==> src/rtl/frpm_pkg.sv <==
package frpm_pkg;

	// field widths
	localparam int SAMPLE_W = 16;
	localparam int PEAK_W   = 16;
	localparam int LEN_W    = 13;
	localparam int RMS_W    = 24;
	localparam int SQ_W     = 2 * PEAK_W;

	// 8 fraction bits on the root means 16 on the radicand
	localparam int FRAC_SHIFT = 16;

	// mean square times 2^16 is at most 2^46 for any frame length
	localparam int Q_W = 47;

	// square root unit
	localparam int ROOT_W  = RMS_W;
	localparam int RAD_W   = 2 * ROOT_W;
	localparam int SREM_W  = ROOT_W + 4;

	// defaults for the top level parameters
	localparam int MAX_FRAME_DEF  = 4096;
	localparam int FIFO_DEPTH_DEF = 2;

	typedef enum logic [1:0] {
		B_IDLE,
		B_DIV,
		B_SQRT,
		B_DONE
	} back_state_t;

endpackage

==> src/rtl/frpm_front.sv <==
module frpm_front
	import frpm_pkg::*;
#(
	parameter int MAX_FRAME = MAX_FRAME_DEF,
	localparam int CNT_W = $clog2(MAX_FRAME + 1),
	localparam int SUM_W = SQ_W - 2 + CNT_W
) (
	input  logic                       clk,
	input  logic                       arst_n,
	input  logic                       push,
	output logic                       full,
	input  logic signed [SAMPLE_W-1:0] sample,
	input  logic                       frame_end,
	output logic                       fq_push,
	input  logic                       fq_full,
	output logic [SUM_W-1:0]           fq_sum,
	output logic [PEAK_W-1:0]          fq_peak,
	output logic [CNT_W-1:0]           fq_len
);

	logic                accept;
	logic [PEAK_W-1:0]   mag;
	logic [SAMPLE_W-1:0] sample_u;

	logic                valid_s1;
	logic [PEAK_W-1:0]   mag_s1;
	logic                last_s1;

	logic [SUM_W-1:0]    sum_q;
	logic [PEAK_W-1:0]   peak_q;
	logic [CNT_W-1:0]    cnt_q;

	logic [SQ_W-1:0]     sq;
	logic [SUM_W-1:0]    sum_nxt;
	logic [PEAK_W-1:0]   peak_nxt;
	logic [CNT_W-1:0]    cnt_nxt;
	logic                close;
	logic                fire;

	// magnitude; the most negative code maps to 0x8000 = 32768
	assign sample_u = $unsigned(sample);
	assign mag      = sample_u[SAMPLE_W-1] ? PEAK_W'(~sample_u + 1'b1) : PEAK_W'(sample_u);

	assign sq       = SQ_W'(mag_s1) * SQ_W'(mag_s1);
	assign sum_nxt  = sum_q + SUM_W'(sq);
	assign peak_nxt = (mag_s1 > peak_q) ? mag_s1 : peak_q;
	assign cnt_nxt  = cnt_q + 1'b1;
	assign close    = last_s1 || (cnt_nxt == CNT_W'(MAX_FRAME));

	assign fire    = valid_s1 && (!close || !fq_full);
	assign full    = valid_s1 && !fire;
	assign accept  = push && !full;
	assign fq_push = valid_s1 && close && !fq_full;
	assign fq_sum  = sum_nxt;
	assign fq_peak = peak_nxt;
	assign fq_len  = cnt_nxt;

	always_ff @(posedge clk or negedge arst_n) begin
		if (!arst_n) begin
			valid_s1 <= 1'b0;
		end else begin
			valid_s1 <= accept || (valid_s1 && !fire);
		end
	end

	always_ff @(posedge clk) begin
		if (accept) begin
			mag_s1  <= mag;
			last_s1 <= frame_end;
		end
	end

	always_ff @(posedge clk or negedge arst_n) begin
		if (!arst_n) begin
			sum_q  <= '0;
			peak_q <= '0;
			cnt_q  <= '0;
		end else if (fire) begin
			if (close) begin
				sum_q  <= '0;
				peak_q <= '0;
				cnt_q  <= '0;
			end else begin
				sum_q  <= sum_nxt;
				peak_q <= peak_nxt;
				cnt_q  <= cnt_nxt;
			end
		end
	end

	a_cnt_below_max: assert property (@(posedge clk) disable iff (!arst_n)
		cnt_q < CNT_W'(MAX_FRAME))
		else $error("frame count reached the frame limit without closing");

	a_close_clears: assert property (@(posedge clk) disable iff (!arst_n)
		fq_push |=> (cnt_q == '0) && (sum_q == '0) && (peak_q == '0))
		else $error("accumulators not cleared after frame close");

	a_full_cause: assert property (@(posedge clk) disable iff (!arst_n)
		full |-> (valid_s1 && close && fq_full))
		else $error("full raised without a blocked frame close");

endmodule

==> src/rtl/frpm_fifo.sv <==
module frpm_fifo
	import frpm_pkg::*;
#(
	parameter int WIDTH = 1,
	parameter int DEPTH = FIFO_DEPTH_DEF,
	localparam int PTR_W = $clog2(DEPTH),
	localparam int CNT_W = $clog2(DEPTH + 1)
) (
	input  logic             clk,
	input  logic             arst_n,
	input  logic             wr_en,
	input  logic [WIDTH-1:0] wr_data,
	output logic             full,
	input  logic             rd_en,
	output logic [WIDTH-1:0] rd_data,
	output logic             empty
);

	// DEPTH must be a power of two, which the block does not check; pointers wrap on overflow
	logic [WIDTH-1:0] mem [DEPTH];
	logic [PTR_W-1:0] wr_ptr_q;
	logic [PTR_W-1:0] rd_ptr_q;
	logic [CNT_W-1:0] cnt_q;
	logic             do_wr;
	logic             do_rd;

	assign full    = (cnt_q == CNT_W'(DEPTH));
	assign empty   = (cnt_q == '0);
	assign do_wr   = wr_en && !full;
	assign do_rd   = rd_en && !empty;
	assign rd_data = mem[rd_ptr_q];

	always_ff @(posedge clk) begin
		if (do_wr) begin
			mem[wr_ptr_q] <= wr_data;
		end
	end

	always_ff @(posedge clk or negedge arst_n) begin
		if (!arst_n) begin
			wr_ptr_q <= '0;
			rd_ptr_q <= '0;
			cnt_q    <= '0;
		end else begin
			if (do_wr) begin
				wr_ptr_q <= wr_ptr_q + 1'b1;
			end
			if (do_rd) begin
				rd_ptr_q <= rd_ptr_q + 1'b1;
			end
			case ({do_wr, do_rd})
				2'b10:   cnt_q <= cnt_q + 1'b1;
				2'b01:   cnt_q <= cnt_q - 1'b1;
				default: cnt_q <= cnt_q;
			endcase
		end
	end

endmodule

==> src/rtl/frpm_back.sv <==
module frpm_back
	import frpm_pkg::*;
#(
	parameter int MAX_FRAME = MAX_FRAME_DEF,
	localparam int CNT_W  = $clog2(MAX_FRAME + 1),
	localparam int SUM_W  = SQ_W - 2 + CNT_W,
	localparam int DIV_W  = SUM_W + FRAC_SHIFT,
	localparam int STEP_W = $clog2(DIV_W + 1)
) (
	input  logic              clk,
	input  logic              arst_n,
	input  logic              fq_empty,
	output logic              fq_pop,
	input  logic [SUM_W-1:0]  fq_sum,
	input  logic [PEAK_W-1:0] fq_peak,
	input  logic [CNT_W-1:0]  fq_len,
	output logic              empty,
	input  logic              pop,
	output logic [RMS_W-1:0]  rms_level,
	output logic [PEAK_W-1:0] peak_level,
	output logic [LEN_W-1:0]  frame_length
);

	back_state_t state_q, state_nxt;
	logic [STEP_W-1:0] step_q;
	logic              last_step;
	logic              load_out;

	// divider
	logic [DIV_W-1:0]  dvd_q;
	logic [CNT_W-1:0]  rem_q;
	logic [CNT_W-1:0]  dsr_q;
	logic [CNT_W:0]    rem_sh;
	logic [CNT_W:0]    rem_diff;
	logic              qbit;
	logic [CNT_W-1:0]  rem_nxt;
	logic [DIV_W-1:0]  dvd_nxt;

	// square root
	logic [RAD_W-1:0]  rad_q;
	logic [SREM_W-1:0] srem_q;
	logic [ROOT_W-1:0] root_q;
	logic [SREM_W-1:0] srem_sh;
	logic [SREM_W-1:0] trial;
	logic              sbit;
	logic [SREM_W-1:0] srem_nxt;
	logic [ROOT_W-1:0] root_nxt;

	// frame record and result register
	logic [PEAK_W-1:0] pk_q;
	logic [CNT_W-1:0]  len_q;
	logic              out_valid_q;
	logic [RMS_W-1:0]  rms_q;
	logic [PEAK_W-1:0] pk_out_q;
	logic [CNT_W-1:0]  len_out_q;

	assign last_step = (step_q == STEP_W'(1));

	// restoring division, one quotient bit per cycle
	assign rem_sh   = {rem_q, dvd_q[DIV_W-1]};
	assign rem_diff = rem_sh - {1'b0, dsr_q};
	assign qbit     = (rem_sh >= {1'b0, dsr_q});
	assign rem_nxt  = qbit ? rem_diff[CNT_W-1:0] : rem_sh[CNT_W-1:0];
	assign dvd_nxt  = {dvd_q[DIV_W-2:0], qbit};

	// digit-by-digit root, one result bit per cycle
	assign srem_sh  = {srem_q[SREM_W-3:0], rad_q[RAD_W-1 -: 2]};
	assign trial    = {2'b00, root_q, 2'b01};
	assign sbit     = (srem_sh >= trial);
	assign srem_nxt = sbit ? (srem_sh - trial) : srem_sh;
	assign root_nxt = {root_q[ROOT_W-2:0], sbit};

	always_comb begin
		state_nxt = state_q;
		fq_pop    = 1'b0;
		load_out  = 1'b0;
		case (state_q)
			B_IDLE: begin
				if (!fq_empty) begin
					fq_pop    = 1'b1;
					state_nxt = B_DIV;
				end
			end
			B_DIV: begin
				if (last_step) begin
					state_nxt = B_SQRT;
				end
			end
			B_SQRT: begin
				if (last_step) begin
					state_nxt = B_DONE;
				end
			end
			B_DONE: begin
				if (!out_valid_q || pop) begin
					load_out  = 1'b1;
					state_nxt = B_IDLE;
				end
			end
			default: begin
				state_nxt = B_IDLE;
			end
		endcase
	end

	always_ff @(posedge clk or negedge arst_n) begin
		if (!arst_n) begin
			state_q <= B_IDLE;
			step_q  <= '0;
		end else begin
			state_q <= state_nxt;
			case (state_q)
				B_IDLE: begin
					if (fq_pop) begin
						step_q <= STEP_W'(DIV_W);
					end
				end
				B_DIV: begin
					step_q <= last_step ? STEP_W'(ROOT_W) : step_q - 1'b1;
				end
				B_SQRT: begin
					step_q <= step_q - 1'b1;
				end
				default: begin
					step_q <= step_q;
				end
			endcase
		end
	end

	always_ff @(posedge clk) begin
		case (state_q)
			B_IDLE: begin
				if (fq_pop) begin
					dvd_q <= {fq_sum, {FRAC_SHIFT{1'b0}}};
					rem_q <= '0;
					dsr_q <= fq_len;
					pk_q  <= fq_peak;
					len_q <= fq_len;
				end
			end
			B_DIV: begin
				dvd_q <= dvd_nxt;
				rem_q <= rem_nxt;
				if (last_step) begin
					rad_q  <= RAD_W'(dvd_nxt[Q_W-1:0]);
					srem_q <= '0;
					root_q <= '0;
				end
			end
			B_SQRT: begin
				rad_q  <= {rad_q[RAD_W-3:0], 2'b00};
				srem_q <= srem_nxt;
				root_q <= root_nxt;
			end
			default: begin
				rad_q <= rad_q;
			end
		endcase
	end

	always_ff @(posedge clk or negedge arst_n) begin
		if (!arst_n) begin
			out_valid_q <= 1'b0;
		end else if (load_out) begin
			out_valid_q <= 1'b1;
		end else if (pop) begin
			out_valid_q <= 1'b0;
		end
	end

	always_ff @(posedge clk) begin
		if (load_out) begin
			rms_q     <= root_q;
			pk_out_q  <= pk_q;
			len_out_q <= len_q;
		end
	end

	assign empty        = !out_valid_q;
	assign rms_level    = rms_q;
	assign peak_level   = pk_out_q;
	assign frame_length = LEN_W'(len_out_q);

	a_divisor_nonzero: assert property (@(posedge clk) disable iff (!arst_n)
		(state_q == B_DIV) |-> (dsr_q != '0))
		else $error("division started with a zero frame length");

	a_step_live: assert property (@(posedge clk) disable iff (!arst_n)
		((state_q == B_DIV) || (state_q == B_SQRT)) |-> (step_q != '0))
		else $error("step counter ran out inside an iteration");

	a_result_loaded: assert property (@(posedge clk) disable iff (!arst_n)
		load_out |=> (out_valid_q && (state_q == B_IDLE)))
		else $error("finished result not placed in the output register");

endmodule

==> src/rtl/frame_rms_peak_meter.sv <==
// Frame RMS and peak meter. Signed 16-bit samples go in through a queue-style port
// (push/full), one per clock while full is low; frame_end marks the last sample of a
// frame, and a frame that reaches MAX_FRAME samples closes on its own. For each frame
// one result comes out through a second queue-style port (empty/pop): rms_level =
// floor(sqrt(floor(sum of squares * 65536 / length))), i.e. the RMS with 8 fraction
// bits, plus the peak magnitude (-32768 counts as 32768) and the frame length.
// Samples are taken every cycle while full is low; the square-and-accumulate runs one
// stage behind the input register. A closed frame is parked in a small record queue
// and then worked off, one frame at a time, by a shared back end: a restoring divider
// with one quotient bit per cycle over a SUM_W + 16 bit dividend (59 bits at the
// default MAX_FRAME of 4096), a bit-per-cycle 24-bit square root and a hand-over.
// full rises only when a frame closes while the record queue is full, so in a steady
// stream frames shorter than a back-end pass will eventually back-pressure the input.
module frame_rms_peak_meter
	import frpm_pkg::*;
#(
	parameter int MAX_FRAME  = MAX_FRAME_DEF,
	parameter int FIFO_DEPTH = FIFO_DEPTH_DEF
) (
	input  logic                       clk,
	input  logic                       arst_n,
	// sample side
	input  logic                       push,
	output logic                       full,
	input  logic signed [SAMPLE_W-1:0] sample,
	input  logic                       frame_end,
	// result side
	output logic                       empty,
	input  logic                       pop,
	output logic [RMS_W-1:0]           rms_level,
	output logic [PEAK_W-1:0]          peak_level,
	output logic [LEN_W-1:0]           frame_length
);

	// counter and sum widths follow the frame limit
	localparam int CNT_W = $clog2(MAX_FRAME + 1);
	localparam int SUM_W = SQ_W - 2 + CNT_W;
	localparam int REC_W = SUM_W + PEAK_W + CNT_W;

	// closed-frame record: front to record queue
	logic              fq_push;
	logic              fq_full;
	logic [SUM_W-1:0]  fq_sum_in;
	logic [PEAK_W-1:0] fq_peak_in;
	logic [CNT_W-1:0]  fq_len_in;

	// record queue to back end
	logic              fq_pop;
	logic              fq_empty;
	logic [REC_W-1:0]  fq_rd_data;
	logic [SUM_W-1:0]  fq_sum_out;
	logic [PEAK_W-1:0] fq_peak_out;
	logic [CNT_W-1:0]  fq_len_out;

	// front: magnitude, square, accumulate; one sample transaction per clock while full is low
	frpm_front #(
		.MAX_FRAME (MAX_FRAME)
	) u_front (
		.clk       (clk),
		.arst_n    (arst_n),
		.push      (push),
		.full      (full),
		.sample    (sample),
		.frame_end (frame_end),
		.fq_push   (fq_push),
		.fq_full   (fq_full),
		.fq_sum    (fq_sum_in),
		.fq_peak   (fq_peak_in),
		.fq_len    (fq_len_in)
	);

	// short record queue decouples accumulation from the slow divide/root
	frpm_fifo #(
		.WIDTH (REC_W),
		.DEPTH (FIFO_DEPTH)
	) u_fifo (
		.clk     (clk),
		.arst_n  (arst_n),
		.wr_en   (fq_push),
		.wr_data ({fq_sum_in, fq_peak_in, fq_len_in}),
		.full    (fq_full),
		.rd_en   (fq_pop),
		.rd_data (fq_rd_data),
		.empty   (fq_empty)
	);

	assign {fq_sum_out, fq_peak_out, fq_len_out} = fq_rd_data;

	// back: mean square by long division, then integer square root, then result register
	frpm_back #(
		.MAX_FRAME (MAX_FRAME)
	) u_back (
		.clk          (clk),
		.arst_n       (arst_n),
		.fq_empty     (fq_empty),
		.fq_pop       (fq_pop),
		.fq_sum       (fq_sum_out),
		.fq_peak      (fq_peak_out),
		.fq_len       (fq_len_out),
		.empty        (empty),
		.pop          (pop),
		.rms_level    (rms_level),
		.peak_level   (peak_level),
		.frame_length (frame_length)
	);

endmodule

==> config.mk <==
export PLATFORM = sky130hd
export DESIGN_NAME = frame_rms_peak_meter
export DESIGN_NICKNAME = d
export VERILOG_FILES = /design/src/rtl/frpm_pkg.sv /design/src/rtl/frpm_front.sv /design/src/rtl/frpm_fifo.sv /design/src/rtl/frpm_back.sv /design/src/rtl/frame_rms_peak_meter.sv
export SDC_FILE = /design/constraint.sdc
export NUM_CORES = 1
export LEC_CHECK = 0
export BUFFER_PORTS_ARGS = -buffer_cell sky130_fd_sc_hd__clkbuf_2
export CORE_MARGIN = 4
export CORE_UTILIZATION = 31
export CTS_BUF_LIST = sky130_fd_sc_hd__clkbuf_8
export CTS_CLUSTER_DIAMETER = 30
export CTS_CLUSTER_SIZE = 24
export DETAILED_ROUTE_END_ITERATION = 10
export GPL_ROUTABILITY_DRIVEN = 0
export SLEW_MARGIN = 10
export SYNTH_ARGS = -nofsm -noshare
export SYNTH_HDL_FRONTEND = slang
export SYNTH_SLANG_ARGS = --single-unit
==> constraint.sdc <==
create_clock -name clk -period 10.52 [get_ports clk]
set_input_delay 0.526 -clock clk [delete_from_list [all_inputs] [get_ports clk]]
set_output_delay 0.526 -clock clk [all_outputs]
set_load 0.02 [all_outputs]
Word level (Yosys, flattened, before mapping):

Memory sizes are Yosys's and may differ from the RTL's.
Cells that the tools add are included.

* RAM bits: 144
* memories: 1
* logic and storage cells: 115
* input bits: 21
* output and inout bits: 55
* bits in registers: 355

Memories
* u_fifo.mem: words 2, bits a word 72, rd ports 1, clocked after Yosys merged registers in 0, write ports 1, line frpm_fifo.sv:20 `logic [WIDTH-1:0] mem [DEPTH];`

* bitwise logic cells: 1
* $add $sub $neg: 10
* magnitude comparators: 3
* equal/unequal tests: 13
* mux-type cells: 34
* $mul: 1
* reductions and logical operators: 29

Operators by type and width (number)
* $pmux 59 s2: 1
* $pmux 48 s2: 1
* $mux 59: 1
* $mux 26: 2
* $pmux 26 s2: 1
* $mux 48: 1
* $pmux 24 s2: 1
* $add 43x32->43: 1
* $mux 43: 1
* $mux 13: 3
* $mul 16x16->32: 1
* $mux 16: 2
* $ge 28x26->1: 1
* $pmux 13 s2: 1
* $sub 26x26->26: 1
* $mux 24: 1
* $pmux 6 s3: 1
* $add 16x1->16 const B: 1
* $gt 16x16->1: 1
* $not 16->16: 1
* $mux 15: 1
* $ge 14x13->1: 1
* $add 13x1->13 const B: 1
* $eq 13x13->1 const B: 1
* 23 further kinds: 63

Depth between registers and ports, before layout:

* word-level depth: 11
* depth in mapped cells: 26
* depth with buffers taken out: 24

By module:

From an unflattened synthesis, not the netlist that was laid out.

* cell total of the unflattened synthesis: 2587
* area total of the unflattened synthesis: 31168.6 µm²

By module, submodules not included
* frpm_front: times used 1, cells each 1449, area an instance 13246.5 µm², sequential area each 2337.2 µm²
* frpm_back: times used 1, cells each 896, area an instance 12180.4 µm², sequential area each 7792.5 µm²
* frpm_fifo: times used 1, cells each 242, area an instance 5741.8 µm², sequential area each 4424.2 µm²

Least setup slack after synthesis:

OpenSTA, ideal clock, no wires.

* path type: reg-to-reg
* start point: reg u_back.state_q[1]
* end point: reg u_back.rad_q[0] (enable)
* setup time: 0.690 ns
* path buffers: 3
* clock period less this slack: 8.839 ns
* arrival time: 8.149 ns
* cell stages (with the launch flop): 7
* path slack: 1.681 ns
* required time: 9.830 ns
* cells stage by stage: dfrtp_1 > inv_1 > ha_1 > clkbuf_1 > clkbuf_1 > buf_1 > o21ai_0

* word-level cells in the longest chain between the ends: 3
* elaborated cells on any way between the ends: 5
* those cells by class: eq/ne (3); reduce/logical (2)

RTL lines
* from (decl): line frpm_back.sv:24 `back_state_t state_q, state_nxt;`
* from (signal assigned): line frpm_back.sv:111 `state_q <= state_nxt;`
* $eq 2x1->1 / $eq 2x2->1 (equally long branches): line frpm_back.sv:132 `case (state_q)`
* $ne 2x1->1 (no source line) / $reduce_bool 2->1 (equally long branches)
* $reduce_and 2->1 (no source line) (*)
* to (signal assigned): line frpm_back.sv:146 `rad_q <= RAD_W'(dvd_nxt[Q_W-1:0]);`
* to (signal assigned): line frpm_back.sv:152 `rad_q <= {rad_q[RAD_W-3:0], 2'b00};`
* to (signal assigned): line frpm_back.sv:157 `rad_q <= rad_q;`
* to (decl): line frpm_back.sv:40 `logic [RAD_W-1:0] rad_q;`

Every way passes the cells marked *; elsewhere a longest branch is shown, timed or not.
A chain may end at the register's enable or synchronous reset.

Final worst setup path:

* start point: reg u_front.mag_s1[0]
* end point: reg u_front.sum_q[38]

* word-level cells in the longest chain between the ends: 3

RTL lines
* from (decl): line frpm_front.sv:26 `logic [PEAK_W-1:0] mag_s1;`
* from (signal assigned): line frpm_front.sv:68 `mag_s1 <= mag;`
* $mul 16x16->32: line frpm_front.sv:44 `assign sq = SQ_W'(mag_s1) * SQ_W'(mag_s1);`
* $add 43x32->43: line frpm_front.sv:45 `assign sum_nxt = sum_q + SUM_W'(sq);`
* $mux 43: line frpm_front.sv:79 `if (close) begin`
* to (signal assigned): line frpm_front.sv:84 `sum_q <= sum_nxt;`
* to (decl): line frpm_front.sv:29 `logic [SUM_W-1:0] sum_q;`

No other way between the ends.

==> run summary <==
SYNTH
--------------------------------------------------------------------------------------------------
Leading post-synthesis cells by cell area                                             sky130_fd_sc_hd__edfxtp_1 41%, sky130_fd_sc_hd__fa_1 13%, sky130_fd_sc_hd__ha_1 7.2%, sky130_fd_sc_hd__dfrtp_1 7.0%, sky130_fd_sc_hd__inv_1 5.2%
Number of synthesized flops with an enable pin                                                 413
Synthesis Warnings                                                                               0
Most used standard cell by instance count after synthesis                             sky130_fd_sc_hd__inv_1
Sequential fraction of the synthesis area                                                   47.64%
Gate count of the mapped netlist                                                              2666
FFs w/ async S/R, synth                                                                     17.23%
Flop and latch count out of synthesis                                                          499
Most area-hungry cell type in the Yosys netlist                                       sky130_fd_sc_hd__edfxtp_1
Most used standard cells in the synthesized netlist                                   423 x sky130_fd_sc_hd__inv_1, 413 x sky130_fd_sc_hd__edfxtp_1, 299 x sky130_fd_sc_hd__nand2_1
Top flip-flop cell by instance count after synthesis                                  sky130_fd_sc_hd__edfxtp_1
Mean area per synthesized cell                                                           11.46 um2
Net count after synthesis                                                                     3059
Post-synth top area share                                                                   40.59%
Yosys cell types                                                                                69
Post-synthesis instance area                                                             30550 um2

LAYOUT
--------------------------------------------------------------------------------------------------
Net count, final                                                                              3159
Sequential cell area                                                                     14560 um2
Area added between synthesis and finish                                                     13.72%
Fill cell instance count of the final layout                                                  9591
Layout cell share with drive strength beyond 1                                              13.62%
Area of combinational cells with multiple inputs                                         14000 um2

ROUTING
--------------------------------------------------------------------------------------------------
Number of nets with antenna violations after detailed routing                                    0
Number of optimization iterations in the first detailed-route pass                               5
Routed length per instance                                                                15.37 um
Starting DRC count in detailed routing                                                        1179
Vias after detailed routing                                                                  19080
Detailed-route DRC error count                                                                   0
Final wirelength                                                                          63560 um
Vias/cell                                                                                    4.615

GLOBAL ROUTE
--------------------------------------------------------------------------------------------------
Overall overflow remaining after global route                                                    0
Antenna violations before repair                                                                 1
Pin count of the biggest net entering global routing                                           127
GR Layer Usage met1                                                                         16.58%
GR met2 Demand/Resource                                                                     20.36%
Wire length of the first global-routing pass                                             103100 um
Via count of the first global-routing pass                                                   19420
Busiest layer in global routing                                                               met2
Grt met3 use                                                                                2.174%
Combined global-route utilization of all metal layers                                       12.36%

WORST SETUP PATH
--------------------------------------------------------------------------------------------------
Kind of cell with the highest combined delay on the critical path                      adder cells
CP max FO                                                                                       15
Worst path bufs/invs                                                                             7
Instance count on the critical path                                                             24
Ordered list of cells on the worst path                                               inv_1, nor2_1, inv_1, fa_1, inv_1, fa_1, inv_1, fa_1, inv_1, fa_1, fa_1, inv_1, fa_1, inv_1, ha_1, nand2_1, nor2_1, nand2_1, o221ai_2, a31oi_2, o311ai_4, nand3_1, or3_1, o21ai_0
Longest individual stage delay on the worst path                                           0.82 ns
Critical path capture point type                                                         flip-flop
Kind of start point of the critical path                                                 flip-flop
Data arrival time of the critical path                                                     7.78 ns
Required @ worst endpoint                                                                 11.14 ns
Cell depth of the worst flop-to-flop path                                                       24
Cell at the slowest stage of the critical path                                        sky130_fd_sc_hd__edfxtp_1
Crit path kind                                                                             reg2reg
Cell with the most instances on the worst path                                        sky130_fd_sc_hd__inv_1

DIE
--------------------------------------------------------------------------------------------------
DIE WIDTH                                                                                 321.9 um
Site Rows                                                                                      114
Die outline height                                                                        321.9 um
Area of the placeable core                                                               97280 um2
Starting density of the core                                                                31.41%
IO Pins                                                                                         76
Total Die Area                                                                          103600 um2

PLACED DESIGN
--------------------------------------------------------------------------------------------------
Worst slack after detailed placement                                                      3.297 ns
HPWL Detailed                                                                             44270 um
Number of buffer cells added on primary ports                                                   75

STA
--------------------------------------------------------------------------------------------------
Worst-case headroom to the max-slew limit                                                   21.81%
F_max                                                                                    139.5 MHz
Final-report hold violation count                                                                0
Post-route minimum period                                                                 7.168 ns
Final number of max-transition violations                                                        0
Setup-violating endpoint count in the final report                                               0
Setup repair after global routing missed its margin                                          false
Worst slew pin tran                                                                       1.168 ns
Final Cycle Share                                                                           68.14%
Final sum of negative setup slack                                                             0 ns
Setup WS post-layout                                                                      3.352 ns
Maximum clock skew at final layout                                                      0.05654 ns

CLOCK TREE
--------------------------------------------------------------------------------------------------
Clock buffers created by TritonCTS                                                             105
Later-pin clock latency in the skew report                                                 0.72 ns
Total clock sinks                                                                              499
Maximum count of clock buffers along a single path                                               3
Clock tree root driver cell                                                           sky130_fd_sc_hd__clkbuf_8
Maximum level of the CTS H-tree                                                                  3
Clock tree from TritonCTS                                                                    built
Number of cells upsized or downsized after cts                                                   0
Clock transition time at the flip-flop clock pins of the worst setup and hold paths        0.07 ns

RUN STATUS
--------------------------------------------------------------------------------------------------
Status                                                                                finished clean

WORST HOLD PATH
--------------------------------------------------------------------------------------------------
Worst hold path depth                                                                            2
Min-delay worst type                                                                        in2reg

RUN
--------------------------------------------------------------------------------------------------
Max_cap viols                                                                                    0

flip-flops by register name (all words and copies together) (netlist names), 2 cells and up:
signal and flops:
u_front.mag_s1 16, u_front.peak_q 16, u_front.cnt_q 13, u_fifo.mem 144, u_back.dvd_q 59, u_back.state_q 2
u_back.frame_length 13, u_back.srem_q 26, u_back.step_q 6, u_fifo.cnt_q 2, u_front.sum_q 43, u_back.rem_q 13
u_back.rms_level 24, u_back.peak_level 16, u_back.pk_q 16, u_back.rad_q 48, u_back.dsr_q 13, u_back.root_q 24
final timing paths:
check | endpoint | slack [ns] | from
max in group asynchronous | u_fifo.rd_ptr_q | 8.75 | arst_n
min reg2reg | u_back.peak_level[8] | 0.42 | u_back.pk_q[8]
min | u_front.mag_s1[7] | 0.15 | sample[7]
min in group asynchronous | u_fifo.wr_ptr_q | 0.38 | arst_n
max | u_front.sum_q[38] | 3.35 | u_front.mag_s1[0]
max reg2reg | u_front.sum_q[38] | 3.35 | u_front.mag_s1[0]
cells by family (layout without fill, tap and decap cells):
logic type / after synthesis / count (layout) / share of synthesized area [%]
AO/OA/AOI/OAI: 373 / 373 / 7.937
AND/OR/NAND/NOR: 652 / 652 / 9.783
multiplexers: 137 / 137 / 4.812
adder cells (fa/ha/maj): 372 / 372 / 20.03
buffers and inverters: 526 / 717 / 6.741
flip-flops: 499 / 499 / 47.64
XOR/XNOR: 107 / 107 / 3.067
other: 0 / 1 / 0
through the flow:
| stage | util, % | hold slack, ns | cells | instance area [um2] |
|---|---|---|---|---|
| global placement | 33.15 | 0.4056 | 3930 | 32240 |
| detailed placement | 33.15 | 0.4045 | 3930 | 32240 |
| CTS | 35.70 | 0.06590 | 4132 | 34730 |
| floorplan | - | 0.2304 | 2666 | 30550 |
| finish | 35.72 | 0.1523 | 4134 | 34740 |
| global route | 35.72 | 0.09189 | 4134 | 34740 |
cells in the final DEF (no fill, tap or decap), types with 11 or more instances in the layout:
cell type                    synthesis  routed
sky130_fd_sc_hd__nand3_1            70      70
sky130_fd_sc_hd__nor2_1            114     112
sky130_fd_sc_hd__nand4_1            15      15
sky130_fd_sc_hd__nor2b_1            16      16
sky130_fd_sc_hd__ha_1              177     175
sky130_fd_sc_hd__o31ai_1            24      24
sky130_fd_sc_hd__clkbuf_8            0     111
sky130_fd_sc_hd__nor3_1             15      15
sky130_fd_sc_hd__xor2_1             40      40
sky130_fd_sc_hd__and2_1             57      55
sky130_fd_sc_hd__o21ai_0           139     138
sky130_fd_sc_hd__edfxtp_1          413     413
sky130_fd_sc_hd__mux2i_1            58      58
sky130_fd_sc_hd__bufinv_16           0      13
sky130_fd_sc_hd__xnor2_1            67      67
sky130_fd_sc_hd__a31oi_1            11      11
sky130_fd_sc_hd__clkbuf_2            0      74
sky130_fd_sc_hd__clkinvlp_4          0      14
sky130_fd_sc_hd__dfrtp_1            86      85
sky130_fd_sc_hd__fa_1              195     195
sky130_fd_sc_hd__clkinv_2            0      11
sky130_fd_sc_hd__nand2_1           299     298
sky130_fd_sc_hd__a21o_1             36      36
sky130_fd_sc_hd__mux2_2             79      79
sky130_fd_sc_hd__or3_1              12      12
sky130_fd_sc_hd__clkinv_4            0      16
sky130_fd_sc_hd__a21oi_1            70      69
sky130_fd_sc_hd__nand2b_1           14      14
sky130_fd_sc_hd__buf_4               5      17
sky130_fd_sc_hd__inv_1             423     434
sky130_fd_sc_hd__a211oi_1           14      14
sky130_fd_sc_hd__and3_1             17      17
area by class of cell:
type,instances,area share (%)
inverters,423,4.570
diodes,1,0.007202
well taps,1276,4.595
clock buffers,111,4.397
clock inverters,87,2.636
repair buffers,96,1.592
multi-input cells,1641,40.30
flip-flops and latches,499,41.90
metal layers:
metal | up-vias | part of all wire (%)
met5 | - | 0
met4 | 0 | 2.2
met3 | 84 | 4.6
met2 | 354 | 47
met1 | 9412 | 46
li1 | 9228 | -
timing repair:
| item | 4_1_cts | 5_1_grt |
|---|---|---|
| hold buffers | 4 | 0 |
| endpoints found under the setup margin | 0 | 0 |
| hold endpoints to repair | 31 | 0 |
| setup buffers | 0 | 0 |
Power is not shown: default switching activity piles up to over one toggle a cycle in this logic, so the estimate is an artifact.
